## src/dme_pkg.sv

```systemverilog
`timescale 1ns / 1ps
// ----------------------------------------------------------------------------
// dme_pkg: shared types and constants of the one-bit delta modulation encoder
// Input, result and configuration words, plus the sequencer state encoding.
// ----------------------------------------------------------------------------
package dme_pkg;

  // fixed field widths
  localparam int SAMPLE_W = 16;
  localparam int STEP_W   = 20;
  localparam int BYTE_W   = 8;

  // step register after reset: 1.0 in Q4.16
  localparam logic [STEP_W-1:0] STEP_RESET = 20'd65536;

  // input word: one sample of the chosen channel
  typedef struct packed {
    logic signed [SAMPLE_W-1:0] sample;
    logic                       last_sample;
  } in_word_t;

  // result word: one packed byte of delta bits
  typedef struct packed {
    logic [BYTE_W-1:0] data_byte;
    logic [BYTE_W-1:0] start_level;
    logic              last_byte;
  } out_word_t;

  // configuration word: step register write data
  typedef logic [STEP_W-1:0] cfg_word_t;

  // sequencer states, one-hot
  typedef enum logic [3:0] {
    ST_IDLE  = 4'b0001,
    ST_BIT   = 4'b0010,
    ST_PAD   = 4'b0100,
    ST_FINAL = 4'b1000
  } state_t;

endpackage

```

## src/dme_chan_if.sv

```systemverilog
`timescale 1ns / 1ps
// ----------------------------------------------------------------------------
// dme_chan_if: valid/ready channel
// Carries one word of type T per handshake; source drives, sink accepts.
// ----------------------------------------------------------------------------
interface dme_chan_if #(
  parameter type T = logic
) ();

  logic valid;
  logic ready;
  T     data;

  modport source (output valid, output data, input ready);
  modport sink   (input valid, input data, output ready);

endinterface

```

## src/one_bit_delta_modulation_encoder.sv

```systemverilog
`timescale 1ns / 1ps
// ----------------------------------------------------------------------------
// one_bit_delta_modulation_encoder: resampling one-bit delta encoder
// Turns signed 16-bit samples into a packed stream of delta bits.
// ----------------------------------------------------------------------------
// Each accepted sample is worked by a small sequencer around one shared
// position adder, one output bit per cycle while the output register takes
// its bytes: ST_IDLE accepts the sample, then ST_BIT makes the output bits
// (0 to 8 at a step of 1/8 or more) and closes the position. The sample marked
// last is followed by padding in ST_PAD, one zero bit per cycle under the same
// hold, up to the end of the current block of 8*PAD_BYTES bits; ST_PAD then
// sees the block end and ST_FINAL sends the final byte. Every cycle that needs
// to hand a byte to the output register waits while that register is still
// full. in_ready is high only while the sequencer is idle. The step register
// (Q4.16, values below 1/8 act as 1/8) may be written at any idle time.

module one_bit_delta_modulation_encoder #(
  parameter int PAD_BYTES = 64,
  parameter int FRAC_BITS = 16
) (
  input  logic       clk,
  input  logic       rst_n,
  dme_chan_if.sink   in_ch,
  dme_chan_if.source out_ch,
  dme_chan_if.sink   cfg_ch
);

  localparam int STEP_W     = dme_pkg::STEP_W;
  localparam int SAMPLE_W   = dme_pkg::SAMPLE_W;
  localparam int BYTE_W     = dme_pkg::BYTE_W;
  localparam int POS_W      = ((FRAC_BITS > STEP_W) ? FRAC_BITS : STEP_W) + 1;
  localparam int BLOCK_BITS = PAD_BYTES * 8;
  localparam int BIDX_W     = $clog2(BLOCK_BITS);

  localparam logic [POS_W-1:0]  ONE_POS   = {{(POS_W-1){1'b0}}, 1'b1} << FRAC_BITS;
  localparam logic [POS_W-1:0]  MIN_STEP  = {{(POS_W-1){1'b0}}, 1'b1} << (FRAC_BITS - 3);
  localparam logic [POS_W-1:0]  NEG_ONE   = ~ONE_POS + {{(POS_W-1){1'b0}}, 1'b1};
  localparam logic [BIDX_W-1:0] BIDX_LAST = BIDX_W'(BLOCK_BITS - 1);

  // sequencer and stream state
  dme_pkg::state_t             state_r, state_nxt;
  logic [STEP_W-1:0]           step_r, step_nxt;
  logic [POS_W-1:0]            pos_r, pos_nxt;
  logic signed [SAMPLE_W-1:0]  prev_sample_r, prev_sample_nxt;
  logic                        prev_bit_r, prev_bit_nxt;
  logic [BIDX_W-1:0]           bit_idx_r, bit_idx_nxt;
  logic [BYTE_W-1:0]           shift_r, shift_nxt;
  logic [BYTE_W-1:0]           level_r, level_nxt;
  logic                        first_seen_r, first_seen_nxt;
  logic                        out_valid_r, out_valid_nxt;

  // current sample, no reset
  logic signed [SAMPLE_W-1:0]  sample_r, sample_nxt;
  logic                        last_r, last_nxt;
  logic                        had_bits_r, had_bits_nxt;
  dme_pkg::out_word_t          out_word_r, out_word_nxt;

  // datapath signals
  logic [POS_W-1:0]  step_ext;
  logic [POS_W-1:0]  step_eff;
  logic [POS_W-1:0]  addend;
  logic [POS_W-1:0]  pos_sum;
  logic              pos_lt_one;
  logic              delta_bit;
  logic              out_free;
  logic              byte_done;
  logic [BIDX_W-1:0] bit_idx_inc;
  logic [2:0]        bit_pos;

  // handshake outputs
  assign in_ch.ready  = (state_r == dme_pkg::ST_IDLE);
  assign cfg_ch.ready = 1'b1;
  assign out_ch.valid = out_valid_r;
  assign out_ch.data  = out_word_r;

  // shared position adder: add the step inside the bit loop, drop one frame at its end
  assign step_ext   = {{(POS_W-STEP_W){1'b0}}, step_r};
  assign step_eff   = (step_ext < MIN_STEP) ? MIN_STEP : step_ext;
  assign pos_lt_one = (pos_r < ONE_POS);
  assign addend     = pos_lt_one ? step_eff : NEG_ONE;
  assign pos_sum    = pos_r + addend;

  // delta decision against the sample of the previous bit
  always_comb begin
    priority if (sample_r < prev_sample_r) begin
      delta_bit = 1'b0;
    end else if (sample_r > prev_sample_r) begin
      delta_bit = 1'b1;
    end else begin
      delta_bit = ~prev_bit_r;
    end
  end

  // bit counter within the block, byte boundary detect
  assign bit_pos     = bit_idx_r[2:0];
  assign byte_done   = (bit_pos == 3'd0);
  assign bit_idx_inc = (bit_idx_r == BIDX_LAST) ? '0 : bit_idx_r + {{(BIDX_W-1){1'b0}}, 1'b1};
  assign out_free    = !out_valid_r || out_ch.ready;

  // sequencer
  always_comb begin
    state_nxt       = state_r;
    step_nxt        = step_r;
    pos_nxt         = pos_r;
    prev_sample_nxt = prev_sample_r;
    prev_bit_nxt    = prev_bit_r;
    bit_idx_nxt     = bit_idx_r;
    shift_nxt       = shift_r;
    level_nxt       = level_r;
    first_seen_nxt  = first_seen_r;
    sample_nxt      = sample_r;
    last_nxt        = last_r;
    had_bits_nxt    = had_bits_r;
    out_valid_nxt   = out_valid_r && !out_ch.ready;
    out_word_nxt    = out_word_r;

    // step register write
    if (cfg_ch.valid) begin
      step_nxt = cfg_ch.data;
    end

    unique case (state_r)
      dme_pkg::ST_IDLE: begin
        if (in_ch.valid) begin
          sample_nxt   = in_ch.data.sample;
          last_nxt     = in_ch.data.last_sample;
          had_bits_nxt = first_seen_r;
          if (!first_seen_r) begin
            level_nxt      = {~in_ch.data.sample[SAMPLE_W-1], in_ch.data.sample[SAMPLE_W-2:8]};
            first_seen_nxt = 1'b1;
          end
          state_nxt = dme_pkg::ST_BIT;
        end
      end

      dme_pkg::ST_BIT: begin
        priority if (!pos_lt_one) begin
          // loop ends: step back one frame
          pos_nxt   = pos_sum;
          state_nxt = last_r ? dme_pkg::ST_PAD : dme_pkg::ST_IDLE;
        end else if (last_r && had_bits_r && (bit_idx_r == '0)) begin
          // block full on the last sample: drop the rest
          state_nxt = dme_pkg::ST_PAD;
        end else if (!(had_bits_r && byte_done) || out_free) begin
          if (had_bits_r && byte_done) begin
            out_valid_nxt          = 1'b1;
            out_word_nxt.data_byte = shift_r;
            out_word_nxt.start_level = level_r;
            out_word_nxt.last_byte = 1'b0;
            shift_nxt              = '0;
          end
          shift_nxt[bit_pos] = delta_bit;
          bit_idx_nxt        = bit_idx_inc;
          had_bits_nxt       = 1'b1;
          prev_sample_nxt    = sample_r;
          prev_bit_nxt       = delta_bit;
          pos_nxt            = pos_sum;
        end
      end

      dme_pkg::ST_PAD: begin
        if (bit_idx_r == '0) begin
          state_nxt = dme_pkg::ST_FINAL;
        end else if (!byte_done || out_free) begin
          if (byte_done) begin
            out_valid_nxt            = 1'b1;
            out_word_nxt.data_byte   = shift_r;
            out_word_nxt.start_level = level_r;
            out_word_nxt.last_byte   = 1'b0;
            shift_nxt                = '0;
          end
          shift_nxt[bit_pos] = 1'b0;
          bit_idx_nxt        = bit_idx_inc;
        end
      end

      dme_pkg::ST_FINAL: begin
        // final byte, then the stream starts over
        if (out_free) begin
          out_valid_nxt            = 1'b1;
          out_word_nxt.data_byte   = shift_r;
          out_word_nxt.start_level = level_r;
          out_word_nxt.last_byte   = 1'b1;
          pos_nxt                  = '0;
          prev_sample_nxt          = '0;
          prev_bit_nxt             = 1'b0;
          bit_idx_nxt              = '0;
          shift_nxt                = '0;
          level_nxt                = '0;
          first_seen_nxt           = 1'b0;
          state_nxt                = dme_pkg::ST_IDLE;
        end
      end

      default: begin
        state_nxt = dme_pkg::ST_IDLE;
      end
    endcase
  end

  // control and stream state
  always_ff @(posedge clk) begin
    if (!rst_n) begin
      state_r       <= dme_pkg::ST_IDLE;
      step_r        <= dme_pkg::STEP_RESET;
      pos_r         <= '0;
      prev_sample_r <= '0;
      prev_bit_r    <= 1'b0;
      bit_idx_r     <= '0;
      shift_r       <= '0;
      level_r       <= '0;
      first_seen_r  <= 1'b0;
      out_valid_r   <= 1'b0;
    end else begin
      state_r       <= state_nxt;
      step_r        <= step_nxt;
      pos_r         <= pos_nxt;
      prev_sample_r <= prev_sample_nxt;
      prev_bit_r    <= prev_bit_nxt;
      bit_idx_r     <= bit_idx_nxt;
      shift_r       <= shift_nxt;
      level_r       <= level_nxt;
      first_seen_r  <= first_seen_nxt;
      out_valid_r   <= out_valid_nxt;
    end
  end

  // working sample and output word
  always_ff @(posedge clk) begin
    sample_r   <= sample_nxt;
    last_r     <= last_nxt;
    had_bits_r <= had_bits_nxt;
    out_word_r <= out_word_nxt;
  end

endmodule

```

## src/flat_wrapper.sv

```systemverilog
// flat-port wrapper written by rule: the top's interface ports become plain ports
module one_bit_delta_modulation_encoder_flat 
#(
  parameter int PAD_BYTES = 64,
  parameter int FRAC_BITS = 16
)
  (clk, rst_n, in_ch_valid, in_ch_data, in_ch_ready, out_ch_valid, out_ch_data, out_ch_ready, cfg_ch_valid, cfg_ch_data, cfg_ch_ready);
  dme_chan_if #(.T(dme_pkg::in_word_t)) in_ch_i ();
  dme_chan_if #(.T(dme_pkg::out_word_t)) out_ch_i ();
  dme_chan_if #(.T(dme_pkg::cfg_word_t)) cfg_ch_i ();
  input  logic clk;
  input  logic rst_n;
  input wire logic [$bits(in_ch_i.valid)-1:0] in_ch_valid;
  input wire logic [$bits(in_ch_i.data)-1:0] in_ch_data;
  output wire logic [$bits(in_ch_i.ready)-1:0] in_ch_ready;
  output wire logic [$bits(out_ch_i.valid)-1:0] out_ch_valid;
  output wire logic [$bits(out_ch_i.data)-1:0] out_ch_data;
  input wire logic [$bits(out_ch_i.ready)-1:0] out_ch_ready;
  input wire logic [$bits(cfg_ch_i.valid)-1:0] cfg_ch_valid;
  input wire logic [$bits(cfg_ch_i.data)-1:0] cfg_ch_data;
  output wire logic [$bits(cfg_ch_i.ready)-1:0] cfg_ch_ready;
  assign in_ch_i.valid = in_ch_valid;
  assign in_ch_i.data = in_ch_data;
  assign in_ch_ready = in_ch_i.ready;
  assign out_ch_valid = out_ch_i.valid;
  assign out_ch_data = out_ch_i.data;
  assign out_ch_i.ready = out_ch_ready;
  assign cfg_ch_i.valid = cfg_ch_valid;
  assign cfg_ch_i.data = cfg_ch_data;
  assign cfg_ch_ready = cfg_ch_i.ready;
  one_bit_delta_modulation_encoder #(.PAD_BYTES(PAD_BYTES), .FRAC_BITS(FRAC_BITS)) u_core (.clk(clk), .rst_n(rst_n), .in_ch(in_ch_i), .out_ch(out_ch_i), .cfg_ch(cfg_ch_i));
endmodule
```

## config.mk

```make
export PLATFORM = sky130hd
export DESIGN_NAME = one_bit_delta_modulation_encoder_flat
export DESIGN_NICKNAME = d
export VERILOG_FILES = /design/src/dme_pkg.sv /design/src/dme_chan_if.sv /design/src/one_bit_delta_modulation_encoder.sv /design/src/flat_wrapper.sv
export SDC_FILE = /design/constraint.sdc
export NUM_CORES = 1
export LEC_CHECK = 0
export ABC_AREA = 1
export BUFFER_PORTS_ARGS = -buffer_cell sky130_fd_sc_hd__buf_2
export CAP_MARGIN = 20
export CORE_ASPECT_RATIO = 1.25
export CORE_UTILIZATION = 62
export CTS_BUF_LIST = sky130_fd_sc_hd__clkbuf_8
export CTS_CLUSTER_SIZE = 16
export DETAILED_ROUTE_END_ITERATION = 10
export PLACE_DENSITY = 0.83
export SLEW_MARGIN = 20
export SYNTH_ARGS = -nofsm -noshare
export SYNTH_HDL_FRONTEND = slang
export SYNTH_SLANG_ARGS = --single-unit
export TNS_END_PERCENT = 20
```

## constraint.sdc

```tcl
create_clock -name clk -period 4 [get_ports clk]
set_input_delay 0.6 -clock clk [delete_from_list [all_inputs] [get_ports clk]]
set_output_delay 0.6 -clock clk [all_outputs]
set_load 0.005 [all_outputs]
```

### Word-level counts from Yosys, hierarchy flattened

Index checks and enable logic that the tools add are counted.

* flip-flop bits (word level): 124
* input bits: 42
* output and inout bits: 20
* word-level logic and storage cells: 155

* add/sub/neg operators: 2
* magnitude comparators: 6
* equal/unequal tests: 19
* mux-type cells: 81
* bitwise logic cells: 4
* reductions and logical operators: 27

Operator list (count)
* 17-bit 2-to-1 mux: 8
* 8-bit 2-to-1 mux: 17
* 21-bit 2-to-1 mux: 5
* 16-bit 2-to-1 mux: 4
* 9-bit 2-to-1 mux: 7
* 17-bit one-hot mux with 3 select lines: 1
* 21-bit one-hot mux with 2 select lines: 1
* 16-bit one-hot mux with 2 select lines: 1
* 9-bit one-hot mux with 3 select lines: 1
* 8-bit one-hot mux with 3 select lines: 1
* 21-bit adder: 1
* 21-bit by 17-bit less-than comparator with 1-bit output (second input constant): 1
* 20-bit by 14-bit less-than comparator with 1-bit output (second input constant): 1
* 1-bit 2-to-1 mux: 20
* 20-bit 2-to-1 mux: 1
* 4-bit 2-to-1 mux: 5
* 16-bit greater-than comparator: 1
* 16-bit less-than comparator: 1
* 4-bit one-hot mux with 4 select lines: 1
* 8-bit one-hot mux with 2 select lines: 1
* 2-bit by 1-bit inequality test with 1-bit output (second input constant): 7
* 4-bit AND reduction: 3
* 5-bit AND reduction: 2
* 9-bit by 1-bit adder with 9-bit output (second input constant): 1
* other kinds (28): 47

### Logic depth before layout (Yosys ltp)

Gate-level depths: netlist (run 1).

* depth in word-level cells: 13
* gate-level depth with buffers: 20
* depth with buffers taken out: 19

### Worst setup path before layout (run 1)

OpenSTA, ideal clock, no wires.

* path type: register to register
* start: reg u_core.bit_idx_r[0]
* end: reg u_core.out_word_r (netlist bit u_core.out_ch.data[0]) (enable)
* arrival time: 2.917 ns
* setup slack: 0.648 ns
* stages on the path, launching flop included: 8
* buffers on the path: 0
* cell sequence: dfxtp_1 -> inv_1 -> ha_1 -> nand3_1 -> nor2_1 -> nand2_1 -> nand2_1 -> nor4_1

* longest elaborated chain between the ends: 6
* elaborated cells on any way between the ends: 15

RTL lines
* start: declaration: RTL line one_bit_delta_modulation_encoder.sv:46 `logic [BIDX_W-1:0] bit_idx_r, bit_idx_nxt;`
* start signal: assignment: RTL line one_bit_delta_modulation_encoder.sv:220 `bit_idx_r <= bit_idx_nxt;`
* 3-bit logical NOT: RTL line one_bit_delta_modulation_encoder.sv:96 `assign byte_done = (bit_pos == 3'd0);`
* 1-bit logical AND: RTL line one_bit_delta_modulation_encoder.sv:144, one_bit_delta_modulation_encoder.sv:145
* 1-bit logical NOT: RTL line one_bit_delta_modulation_encoder.sv:144 `end else if (!(had_bits_r && byte_done) || out_free) begin`
* 1-bit logical OR: RTL line one_bit_delta_modulation_encoder.sv:144
* 2-bit by 1-bit inequality test with 1-bit output (no line)
* 9-bit AND reduction (no line) *
* end signal: assignment: RTL line one_bit_delta_modulation_encoder.sv:233 `out_word_r <= out_word_nxt;`
* end: declaration: RTL line one_bit_delta_modulation_encoder.sv:56 `dme_pkg::out_word_t out_word_r, out_word_nxt;`

Every way passes the cells marked *; elsewhere a longest branch is shown, timed or not.
A chain may end at the register's enable or synchronous reset.

### Final worst setup path (run 1)

* start: reg u_core.bit_idx_r[0]
* end: reg u_core.pos_r[14]

* longest elaborated chain between the ends: 6
* elaborated cells on any way between the ends: 9

RTL lines
* 3-bit logical NOT: RTL line one_bit_delta_modulation_encoder.sv:96
* 1-bit logical AND: RTL line one_bit_delta_modulation_encoder.sv:144
* 1-bit logical NOT: RTL line one_bit_delta_modulation_encoder.sv:144
* 1-bit logical OR: RTL line one_bit_delta_modulation_encoder.sv:144
* 3-bit inequality test (no line)
* 4-bit AND reduction (no line) *
* end signal: assignment: RTL line one_bit_delta_modulation_encoder.sv:217 `pos_r <= pos_nxt;`
* end: declaration: RTL line one_bit_delta_modulation_encoder.sv:43 `logic [POS_W-1:0] pos_r, pos_nxt;`

Marks and branches as above.

==> results of run 1 <==
==> flip-flops by register name, summed over array words and instances, names as in the netlist <==
| register | count |
|---|---|
| u_core.bit_idx_r | 9 |
| u_core.first_seen_r | 1 |
| u_core.had_bits_r | 1 |
| u_core.last_r | 1 |
| u_core.level_r | 8 |
| u_core.out_ch.data | 17 |
| u_core.out_ch.valid | 1 |
| u_core.pos_r | 21 |
| u_core.prev_bit_r | 1 |
| u_core.prev_sample_r | 16 |
| u_core.sample_r | 16 |
| u_core.shift_r | 8 |
| u_core.state_r | 4 |
| u_core.step_r | 20 |
==> cells in the final DEF, fill, tap and decap left out, types with 6 or more instances in the layout <==
cell and instances:
a21oi_1 83, buf_2 60, clkbuf_8 17, clkinv_1 6, dfxtp_1 89, edfxtp_1 35
ha_1 39, inv_1 86, nand2_1 216, nand3_1 55, nand3b_1 9, nand4_1 16
nor2_1 106, nor3_1 22, o21ai_0 43, or2_2 12, xor2_1 6
==> metal layers <==
layer	up-vias	routed length, um
met5	-	0
met4	0	684
met3	56	776
met2	204	7930
met1	2759	6090
li1	3084	-
==> path summary, 6_finish.rpt <==
path | startpoint | to | slack (ps)
worst max-delay path | u_core.bit_idx_r[0]$_SDFFE_PN0P_ | u_core.pos_r[14]$_SDFFE_PN0P_ | 710
worst min-delay path | in_ch_data[4] | u_core.sample_r[3]$_DFFE_PP_ | 330
worst max register to register | u_core.bit_idx_r[0]$_SDFFE_PN0P_ | u_core.pos_r[14]$_SDFFE_PN0P_ | 710
worst min register to register | u_core.level_r[4]$_SDFFE_PN0P_ | u_core.out_ch.data[5]$_DFFE_PP_ | 440
==> kinds of logic (layout without fill, tap and decap cells) <==
| group | count (synthesis) | count (layout) | share of synthesized area |
|---|---|---|---|
| simple gates | 454 | 454 | 0.298 |
| compound gates | 149 | 149 | 0.121 |
| flops | 124 | 124 | 0.421 |
| buf+inv | 118 | 187 | 0.0749 |
| fa+ha+maj | 40 | 40 | 0.0755 |
| xor+xnor | 7 | 7 | 0.00911 |
| other cells | 1 | 1 | 0.000557 |
==> power groups by stage <==
stage / logic [W] / clock network (W) / registers (W)
after floorplan: 0.000311 / 0 / 0.00143
after global placement: 0.000407 / 0 / 0.00144
after detailed placement: 0.000417 / 0 / 0.00144
after CTS: 0.000424 / 0.00105 / 0.00141
after global routing: 0.000480 / 0.00111 / 0.00142
final: 0.000424 / 0.00104 / 0.00141
==> cell type report <==
class | instances | area (um2) | share of cell area
clock buffer | 17 | 234 | 0.0315
inverter | 91 | 344 | 0.0463
multi-input combinational | 651 | 3400 | 0.457
sequential | 124 | 2830 | 0.381
clock inverter | 15 | 133 | 0.0178
timing repair buffer | 64 | 330 | 0.0444
tap | 132 | 165 | 0.0222
==> critical path: stages (launching register included) <==
cell and delay [ps]:
dfxtp_1 470, inv_1 160, ha_1 270, nand3_1 340, nor2_1 140, nand2_1 180
nand2_1 100, nand2_1 80, nand2_2 270, nor2_2 810, nand3_1 210, a21oi_1 170
==> stage by stage <==
stage	util	cells	hold WS [ps]	setup slack (ps)	instance area (um2)
3_3_place_gp	0.669	1062	415	990	7070
2_1_floorplan	-	893	409	648	6730
3_5_place_dp	0.669	1062	416	869	7070
6_report	0.704	1094	331	715	7440
5_1_grt	0.704	1094	314	404	7440
4_1_cts	0.704	1094	316	769	7440
==> reports/results.txt, run 1 <==
FP Rows: 42
Gpl congestion: 0.984
Global-route wire length before repair: 25500 um
Clk_lat worst skew: 440 ps
FILL cells: 892
WL per Instance: 14.2 um
P&R area growth vs syn: 10.5%
Met2 GRT Util: 0.497
Initial DRC Count: 421
Nets: 1031
Syn Std Cell Area: 6730 um2
Number of synthesized flops with an enable pin: 35
Clock buffer depth: 2
Slew margin rel.: 0.382
Critical path type: reg2reg
Yosys reg bits: 124
Sequential fraction of design power: 0.491
CTS tree: yes
Synth area leader: dfxtp_1
Pint: 0.00206 W
Logic pwr share: 0.147
Total clock sinks: 124
CTS Buf Count: 17
CTS-repair resized insts: 0
Clock Root Buffer: clkbuf_8
Ant diodes: 0
Die Height: 118 um
Postcts setup bufs: 0
Clock power frac: 0.362
Final setup vio count: 0
P_sw: 0.000821 W
Final slew viol count: 0
Die area: 11300 um2
Clock-pin slew on the worst setup and hold paths: 70 ps
Final Cycle Share: 0.821
WL final: 15500 um
Initial core utilization: 0.637
Die width: 95.2 um
Req. time, crit path: 4360 ps
Net Sw Frac: 0.285
DPL Wire Length: 11000 um
Pre-antenna DRT Iters: 5
GRT Max-Usage Layer: met2
RSZ-0062 raised after global routing: no
Final Hold Viols: 0
Vias in the first global route: 5705
Worst Max-Slew Pin Slew: 926 ps
VDD IR-drop max: 0.269 mV
Arr. time, crit path: 3640 ps
Area contributors post-synth: dfxtp_1, edfxtp_1, nand2_1
HP Class: in2reg
FFs w/ async S/R, synth: 0
Fraction of layout instances using a drive strength above 1: 0.130
Setup TNS: 0 ps
Layout Skew: 14.6 ps
Antenna viol nets, final: 0
Hold Crit Depth: 1
Outcome: finished, final reports clean
Synth warnings: 0
Leakage power: 3.29 nW
Largest net degree at the start of global routing: 50
Distinct cell type count of the synthesized netlist: 48
Post-Syn Nets: 975
CP Capture Type: flop
Pwr Density: 387 nW/um2
FMAX: 304 MHz
CTS H-tree depth: 4
Vias per Instance: 5.58
Met1 track demand over resource: 0.322
Total gr overflow: 0
Cells after Synth: 893
Critical Path Fanout Max: 22
Avg Inst Size Synth: 7.53 um2
Worst Reg-to-Reg Cells: 11
Core ar.: 10600 um2
Met3 Use GR: 0.0650
Via count: 6103
Post-synth top cells: nand2_1, nor2_1, dfxtp_1
# IOs: 62
Overall global routing resource usage: 0.291
Ys flop type: dfxtp_1
Most common cell in the synthesized netlist: nand2_1
Hold Buf Count CTS: 0
Top cell type's share of synthesized area: 0.265
Port Buffer Count: 60
Initial antenna violation count: 0
Final Critical Period: 3290 ps
Sequential area share after synthesis: 0.421
Max-Cap Viols: 0
Drt drc: 0
Worst setup SP type: flop
Power Total: 0.00288 W
(Power assumes the default switching activity.)
==> inputs of run 2 (changes only) <==
- CORE_UTILIZATION: 62 -> 56
- PLACE_DENSITY: 0.83 -> 0.79
- clock period: 4 -> 2.7 ns (I/O delays scaled with it)
==> reports/results.txt, run 2 (synthesis results as in run 1) <==
Outcome: finished, violations left
Failing checks: negative setup slack
# IOs: 62
Sequential fraction of design power: 0.463
FMAX: 366 MHz
Most flop-heavy register: u_core.pos_r
HP Class: in2reg
Slew margin rel.: 0.572
DPL Wire Length: 11200 um
WL per Instance: 14.5 um
Req. time, crit path: 3070 ps
P&R area growth vs syn: 23.1%
Critical Path Fanout Max: 7
Vias in the first global route: 5600
Overall global routing resource usage: 0.261
RSZ-0062 raised after global routing: yes
Reg2reg start: u_core.step_r[17]$_SDFFE_PN0P_
Antenna viol nets, final: 0
Reg2reg setup slack: -30 ps
Via count: 6343
Clock power frac: 0.370
Net Sw Frac: 0.285
Fin area: 8280 um2
Hold_ws: 138 ps
Dpl ws: -93.2 ps
Worst Max-Slew Pin Slew: 641 ps
Crit path capture: u_core.pos_r[19]$_SDFFE_PN0P_
Critical path type: reg2reg
CP startpoint: u_core.step_r[17]$_SDFFE_PN0P_
Final core utilization: 0.710
Final Hold Viols: 0
Area of the multi-input gates: 3840 um2
FP Rows: 44
Hold Buf Count CTS: 0
VDD IR-drop max: 0.427 mV
Initial antenna violation count: 0
Area after DPL: 7330 um2
Crit Reg-Reg Endpoint: u_core.pos_r[19]$_SDFFE_PN0P_
Pwr Density: 546 nW/um2
Clock buffer depth: 2
Die area: 12500 um2
P_sw: 0.00129 W
Final worst slack: -28.9 ps
Logic pwr share: 0.166
Crit path cell chain: nor2_2 > nand2_2 > nor4_4 > inv_2 > buf_4 > nand2_1 > nor2_1 > ha_1 > nand2_1 > nor2_4 > and2_4 > nand4_1 > nand4_1 > nand3_1 > a21oi_1
Die width: 100 um
Clock Root Buffer: clkbuf_8
Port Buffer Count: 60
Register area: 2840 um2
Global-route wire length before repair: 25800 um
Die Height: 125 um
Final Critical Period: 2730 ps
Gpl congestion: 0.943
Most frequent cells in the layout: nand2_1, nor2_1, dfxtp_1
CTS tree: yes
Max-Cap Viols: 0
Commonest non-fill, non-tap cell in the layout: nand2_1
Layout Skew: 10.5 ps
CP Capture Type: flop
Vias per Instance: 5.45
Worst Reg-to-Reg Cells: 15
Ant diodes: 0
Largest register FFs: 21
FILL cells: 949
Setup TNS: -50.4 ps
Initial DRC Count: 395
Fraction of layout instances using a drive strength above 1: 0.247
Core ar.: 11700 um2
Crit-path max cell delay: 390 ps
Arr. time, crit path: 3100 ps
Nets: 1072
Drt drc: 0
Final setup vio count: 4
Worst setup SP type: flop
Leakage power: 3.60 nW
CTS H-tree depth: 4
Clk_lat worst skew: 440 ps
Final Cycle Share: 1.01
Initial core utilization: 0.576
Clock-pin slew on the worst setup and hold paths: 80 ps
Crit-path slowest cell: ha_1
Total clock sinks: 124
Pint: 0.00323 W
Pre-antenna DRT Iters: 5
Final slew viol count: 0
Largest net degree at the start of global routing: 33
WL final: 16900 um
CTS Buf Count: 17
Total gr overflow: 0
-- run 2: cell types whose count changed in the layout (fill, tap and decap cells not counted), sizes merged --
cell	change
bufinv	+1
inv	+3
buf	+41
clkinvlp	-2
clkinv	-2
-- run 2: stage by stage --
stage / power [W] / cells
2_1_floorplan: 0.00258 / 893
3_3_place_gp: 0.00278 / 1120
3_5_place_dp: 0.00279 / 1120
4_1_cts: 0.00447 / 1152
5_1_grt: 0.00473 / 1164
6_report: 0.00452 / 1164
-- run 2: repair_timing --
item,CTS,global route
gates resized for setup,2,111
endpoints found under the setup margin,15,17
setup buffers,0,12
cloned,0,0
pin swaps,0,32
hold endpoints to repair,0,0
-- run 2: layout make-up --
class                           instances  share of cell area
Multi-Input combinational cell        651               0.463
Sequential cell                       124               0.342
Timing Repair Buffer                  105              0.0798
Inverter                               91              0.0415
Clock buffer                           17              0.0283
Tap cell                              161              0.0243
Clock inverter                         15              0.0205
-- run 2: worst min-delay path by stage --
stage	startpoint	slack, ps	end	cells after the start
2_1_floorplan	u_core.level_r[0]$_SDFFE_PN0P_	410	u_core.out_ch.data[1]$_DFFE_PP_	0
3_3_place_gp	u_core.level_r[3]$_SDFFE_PN0P_	420	u_core.out_ch.data[4]$_DFFE_PP_	0
3_5_place_dp	u_core.level_r[3]$_SDFFE_PN0P_	420	u_core.out_ch.data[4]$_DFFE_PP_	0
4_1_cts	in_ch_data[2]	110	u_core.sample_r[1]$_DFFE_PP_	1
5_1_grt	in_ch_data[8]	110	u_core.sample_r[7]$_DFFE_PP_	1
6_report	in_ch_data[2]	140	u_core.sample_r[1]$_DFFE_PP_	1
-- run 2: power groups by stage --
| stage | Combinational [W] | Clock (W) | Sequential [W] |
|---|---|---|---|
| floorplan | 0.000461 | 0 | 0.00211 |
| global placement | 0.000649 | 0 | 0.00213 |
| detailed placement | 0.000660 | 0 | 0.00213 |
| CTS | 0.000667 | 0.00171 | 0.00209 |
| global route | 0.000834 | 0.00179 | 0.00210 |
| finish | 0.000751 | 0.00167 | 0.00209 |
-- run 2: worst max-delay path: cells and delay by family, from the launching register on --
family                   cells  cell delay, ps
flip-flops                   1             330
AO/OA/AOI/OAI                1             160
buffers and inverters        2             320
AND/OR/NAND/NOR             11            1480
adder cells (fa/ha/maj)      1             390
-- run 2: per-layer routing --
metal  wire, um  GRT usage  up-vias
met5          0          0        -
met4        597      0.113        0
met3       1050     0.0527       49
met2       8590      0.452      244
met1       6680      0.311     2882
li1           -          -     3168
